<file path="src/hdl/dpb_div.sv">
// Pipelined restoring divider, one quotient bit per register stage,
// LANES dividends in step with one valid chain and a sideband word. No deps.
module dpb_div #(
  parameter int N      = 32,
  parameter int DW     = 16,
  parameter int LANES  = 1,
  parameter int SIDE_W = 1
) (
  input  logic                       clk,
  input  logic                       rst_n,
  input  logic                       in_valid,
  input  logic [LANES-1:0][N-1:0]    in_num,
  input  logic [LANES-1:0][DW-1:0]   in_den,
  input  logic [SIDE_W-1:0]          in_side,
  output logic                       out_valid,
  output logic [LANES-1:0][N-1:0]    out_quo,
  output logic [SIDE_W-1:0]          out_side
);

  logic                     vld_r  [1:N];
  logic [LANES-1:0][N-1:0]  work_r [1:N];
  logic [LANES-1:0][DW-1:0] rem_r  [1:N-1];
  logic [SIDE_W-1:0]        side_r [1:N];

  for (genvar k = 0; k < N; k++) begin : g_step
    logic                     vld_src;
    logic [LANES-1:0][N-1:0]  work_src;
    logic [LANES-1:0][DW-1:0] rem_src;
    logic [SIDE_W-1:0]        side_src;
    logic [LANES-1:0][N-1:0]  work_nxt;
    logic [LANES-1:0][DW-1:0] rem_nxt;

    if (k == 0) begin : g_head
      assign vld_src  = in_valid;
      assign work_src = in_num;
      assign rem_src  = '0;
      assign side_src = in_side;
    end else begin : g_body
      assign vld_src  = vld_r[k];
      assign work_src = work_r[k];
      assign rem_src  = rem_r[k];
      assign side_src = side_r[k];
    end

    // work holds the unused dividend bits on top, quotient bits shift in below
    always_comb begin : step
      logic [DW:0] trial;
      logic [DW:0] diff;
      logic        ge;
      for (int l = 0; l < LANES; l++) begin
        trial       = {rem_src[l], work_src[l][N-1]};
        diff        = trial - {1'b0, in_den[l]};
        ge          = (trial >= {1'b0, in_den[l]});
        rem_nxt[l]  = ge ? diff[DW-1:0] : trial[DW-1:0];
        work_nxt[l] = {work_src[l][N-2:0], ge};
      end
    end

    always_ff @(posedge clk) begin
      if (!rst_n) begin
        vld_r[k+1] <= 1'b0;
      end else begin
        vld_r[k+1] <= vld_src;
      end
    end

    always_ff @(posedge clk) begin
      work_r[k+1] <= work_nxt;
      side_r[k+1] <= side_src;
    end

    if (k < N-1) begin : g_rem
      always_ff @(posedge clk) begin
        rem_r[k+1] <= rem_nxt;
      end
    end
  end

  assign out_valid = vld_r[N];
  assign out_quo   = work_r[N];
  assign out_side  = side_r[N];

endmodule

</file>
<file path="config.mk">
export PLATFORM = sky130hd
export DESIGN_NAME = dpb_div
export DESIGN_NICKNAME = d
export VERILOG_FILES = /design/src/hdl/dpb_div.sv
export SDC_FILE = /design/constraint.sdc
export NUM_CORES = 2
export LEC_CHECK = 0
export BUFFER_PORTS_ARGS = -buffer_cell sky130_fd_sc_hd__buf_2
export CAP_MARGIN = 30
export CORE_MARGIN = 4
export CORE_UTILIZATION = 45
export CTS_CLUSTER_DIAMETER = 200
export DETAILED_ROUTE_END_ITERATION = 16
export PLACE_DENSITY = 0.58
export SETUP_SLACK_MARGIN = 0.1
export SLEW_MARGIN = 20
export SYNTH_ARGS = -nofsm -noshare
export SYNTH_HDL_FRONTEND = slang
export SYNTH_SLANG_ARGS = --single-unit
</file>
<file path="constraint.sdc">
create_clock -name clk -period 6.92 [get_ports clk]
set_input_delay 1.384 -clock clk [delete_from_list [all_inputs] [get_ports clk]]
set_output_delay 1.384 -clock clk [all_outputs]
set_load 0.01 [all_outputs]
</file>
## Yosys cells after proc, flatten, opt, wreduce, memory -nomap -nowiden

Memory sizes are Yosys's and may differ from the RTL's.
Index checks and enable logic that the tools add are counted.

- Multiplexer cells: 65
- Add/subtract/negate cells: 31
- $lt $le $gt $ge: 32
- Bitwise logic cells: 32

Operators with widths:

| operator | count |
|---|---|
| $ge A17 B16 Y1 | 31 |
| $mux W16 | 31 |
| $sub A16 B16 Y16 | 30 |
| $mux W1 | 34 |
| $or A1 B1 Y1 | 32 |
| $ge A1 B16 Y1 | 1 |
| $sub A1 B16 Y16 | 1 |

- Word-level logic and storage cells: 164
- Output and inout port bits: 34
- Input port bits: 52
- Memories: 4
- Memory bits (writable): 1,584
- Bits in registers: 0

Memory list:

| name | depth | bits a word | read ports | clocked after memory_dff | write ports | line | RTL |
|---|---|---|---|---|---|---|---|
| work_r | 32 | 32 | 32 | 0 | 32 | 21 | `logic [LANES-1:0][N-1:0] work_r [1:N];` |
| rem_r | 31 | 16 | 31 | 0 | 31 | 22 | `logic [LANES-1:0][DW-1:0] rem_r [1:N-1];` |
| side_r | 32 | 1 | 32 | 0 | 32 | 23 | `logic [SIDE_W-1:0] side_r [1:N];` |
| vld_r | 32 | 1 | 32 | 0 | 32 | 20 | `logic vld_r [1:N];` |

## Logic depth before layout (Yosys ltp)

An unclocked memory read counts as a cell.

- Word-level depth: 3
- Depth in mapped cells: 14

## Worst setup path before layout

Ideal clock, no wire load.

- Path kind: input-to-reg
- Start point: input in_den[1] in the netlist's numbering
- End point: register, netlist name rem_r[1][184]
- Path slack: 1.702 ns
- Cell stages on the path: 13
- Library setup time: 0.121 ns
- Arrival: 5.097 ns
- Buffers on the path: 2
- Path through: clkbuf_1 inv_1 ha_1 nor2b_1 o21a_1 a311o_1 o41ai_2 o21ai_1 o21a_1 or3_4 a41oi_4 buf_8 mux2_4

RTL lines:

| element | line | RTL |
|---|---|---|
| start: declaration | 13 | `input logic [LANES-1:0][DW-1:0] in_den,` |

==> out/qor.csv <==
metric,value,unit
yosysWarnings,0,
syn_nets,5825,
final_layout_size_suffix_gt1_share,13.9,%
slew_viol_final,0,
track_usage,18.1,%
fin_crit_sh,69.6,%
drc,0,
cts_buffers,163,
synth_cell_types,75,
setup_viol,0,
relSlewSlack,37.5,%
fin_nets,6068,
status,"finished, final reports clean",
rrSetupSlack,2980,ps
cts_buffer_depth,3,
worstMarginPinSlew,936,ps
hold_viol,0,
wirelength,125,mm
path_class,in -> reg,
start_kind,primary input,
finalPower,32200,µW
dieArea,0.137,mm²
max_freq,208,MHz
avgSynthCellArea,11.2,µm²
worstHoldStart,work_r[0][465],
cts_tree,done,
clk_latency,790,ps
portBuffers,85,
gp_congestion,0.847,
syn2layout_area_growth,14.7,%
post_cts_buffers,0,
min-delay-path-class,reg -> reg,
grt_setup_unrepaired,no,
dr.pass1.iters,5,
die-width,370,µm
min_period,4820,ps
fp.coreArea,0.130,mm²
drt_iter0_drc,1907,
most-common-layout-cells,"dfxtp_1 (1,584), ha_1 (498), nor2_1 (331)",
cts.repair.resized,0,
die_h,370,µm
cp_max_fo,17,
r2r_start,rem_r[1][160],
syn_area,0.0589,mm²
cts_max_level,4,
placed_area,0.0617,mm²
grt_overflow,0,
power.density,477,mW/mm²
arrival,5470,ps
synth-edff-count,0,
clock_skew,29.7,ps
layout.cells.non_filler,7359,
holdPathStages,0,
setup_tns,0,ps
cts_sinks,1584,
drtAntennaViolNets,0,
vias,37600,
row_count,132,
required,7570,ps
grt_pass1_wl,196,mm
end_kind,register,
viasPerCell,5.11,
place_hpwl,87.6,mm
yosysSeqAreaShare,53.9,%
peakVddDrop,0.260,mV
io_pins,86,
ys_ff_latch,1584,
async_flop_share,0,%
cts.clk_slew.worst_paths,60,ps
place_inst,7065,
synthCells,5245,
whs_endpoint,work_r[0][498],
root_buffer,clkbuf_16,
power_leakage,0.0293,µW
start_util,45.4,%
grt_pass1_vias,36500,
layout_commonest_cell,dfxtp_1,
maxCapViolCount,0,
wl_per_cell,16.9,µm
holdWs,312,ps
r2r_cells,10,
cts_hold_buffers,0,
grt_max_degree,33,
synth_flop_cell,dfxtp_1,
antenna_found_initial,2,
r2r-end,rem_r[1][180],
final_area,0.0675,mm²
-- where the power goes --
part	total (µW)	switching (µW)	internal (µW)
sequential	12200	1020	11200
clock	9130	3610	5520
combinational	10900	5600	5280
total	32200	10200	22000
-- flip-flops by register name (all words and copies together) (netlist names) --
register / flops
rem_r: 496
vld_r: 32
work_r: 1024
side_r: 32
-- how the worst max path moves through the flow --
stage	cells past startpoint	slack (ps)	from	endpoint
after floorplan	13	1700	in_den[1]	rem_r[1][184]
after global placement	13	1400	in_den[6]	rem_r[0][114]
after detailed placement	11	1340	in_den[6]	rem_r[1][181]
after CTS	11	2190	in_den[6]	rem_r[1][180]
after global routing	13	1960	in_den[1]	rem_r[0][51]
final	11	2100	in_den[6]	rem_r[1][180]
-- cells in the mapped netlist (17+ instances only) --
cell type | number | area [µm²]
a211oi_1 | 34 | 255
a21boi_0 | 34 | 255
a21o_1 | 137 | 1030
a21oi_1 | 312 | 1560
a31oi_1 | 45 | 282
a41oi_1 | 20 | 175
and2_1 | 45 | 282
and3_1 | 17 | 106
clkbuf_1 | 49 | 184
dfxtp_1 | 1584 | 31700
fa_1 | 30 | 601
ha_1 | 498 | 6230
inv_1 | 184 | 691
mux2_2 | 299 | 3370
mux2i_1 | 45 | 450
nand2_1 | 230 | 863
nand2b_1 | 54 | 338
nand3_1 | 74 | 370
nand4_1 | 51 | 319
nor2_1 | 331 | 1240
nor2b_1 | 90 | 563
nor3_1 | 79 | 395
o21a_1 | 72 | 541
o21ai_0 | 242 | 1210
o21bai_1 | 38 | 285
o31a_1 | 17 | 149
o31ai_1 | 31 | 233
or3_1 | 27 | 169
xnor2_1 | 228 | 2000
xor2_1 | 112 | 981
-- worst max-delay path, stage by stage --
cell      delay (ps)
buf_2            120
clkinv_1         570
buf_4            460
ha_1             370
a21o_1           220
o41ai_2          440
o21ai_1          170
o21a_1           210
or3_4            380
a41oi_4          710
mux2_2           410
-- area by class of cell --
class                           instances  area (µm²)
Antenna cell                            1        2.50
Multi-Input combinational cell       3411       26300
Clock buffer                          215        4570
Sequential cell                      1584       31700
Inverter                              184         691
Timing Repair Buffer                  144         907
Fill cell                           11500       62200
Clock inverter                         78        1180
Tap cell                             1742        2180
-- metal layers --
layer / vias up / global-route usage [%] / share of wire, %
met5: - / 0 / 0
met4: 0 / 5.61 / 2.6
met3: 212 / 3.26 / 4.3
met2: 710 / 29.0 / 44
met1: 17600 / 24.7 / 49
li1: 19100 / - / -
-- stage by stage --
stage          util, %  setup WS [ps]
2_1_floorplan        -           1700
3_3_place_gp      47.6           1400
3_5_place_dp      47.6           1340
4_1_cts           52.1           2190
5_1_grt           52.1           1960
6_report          52.1           2100
-- cell families (layout without fill, tap and decap cells) --
group / after synthesis / after routing / synth area share, %
AO/OA/AOI/OAI: 1115 / 1115 / 12.2
XOR/XNOR: 340 / 340 / 5.06
adder cells (fa/ha/maj): 528 / 528 / 11.6
buffers and inverters: 250 / 621 / 1.64
flip-flops: 1584 / 1584 / 53.9
multiplexers: 351 / 351 / 6.66
other: 0 / 1 / 0
AND/OR/NAND/NOR: 1077 / 1077 / 8.93
Power figures use the tool's default switching activity.
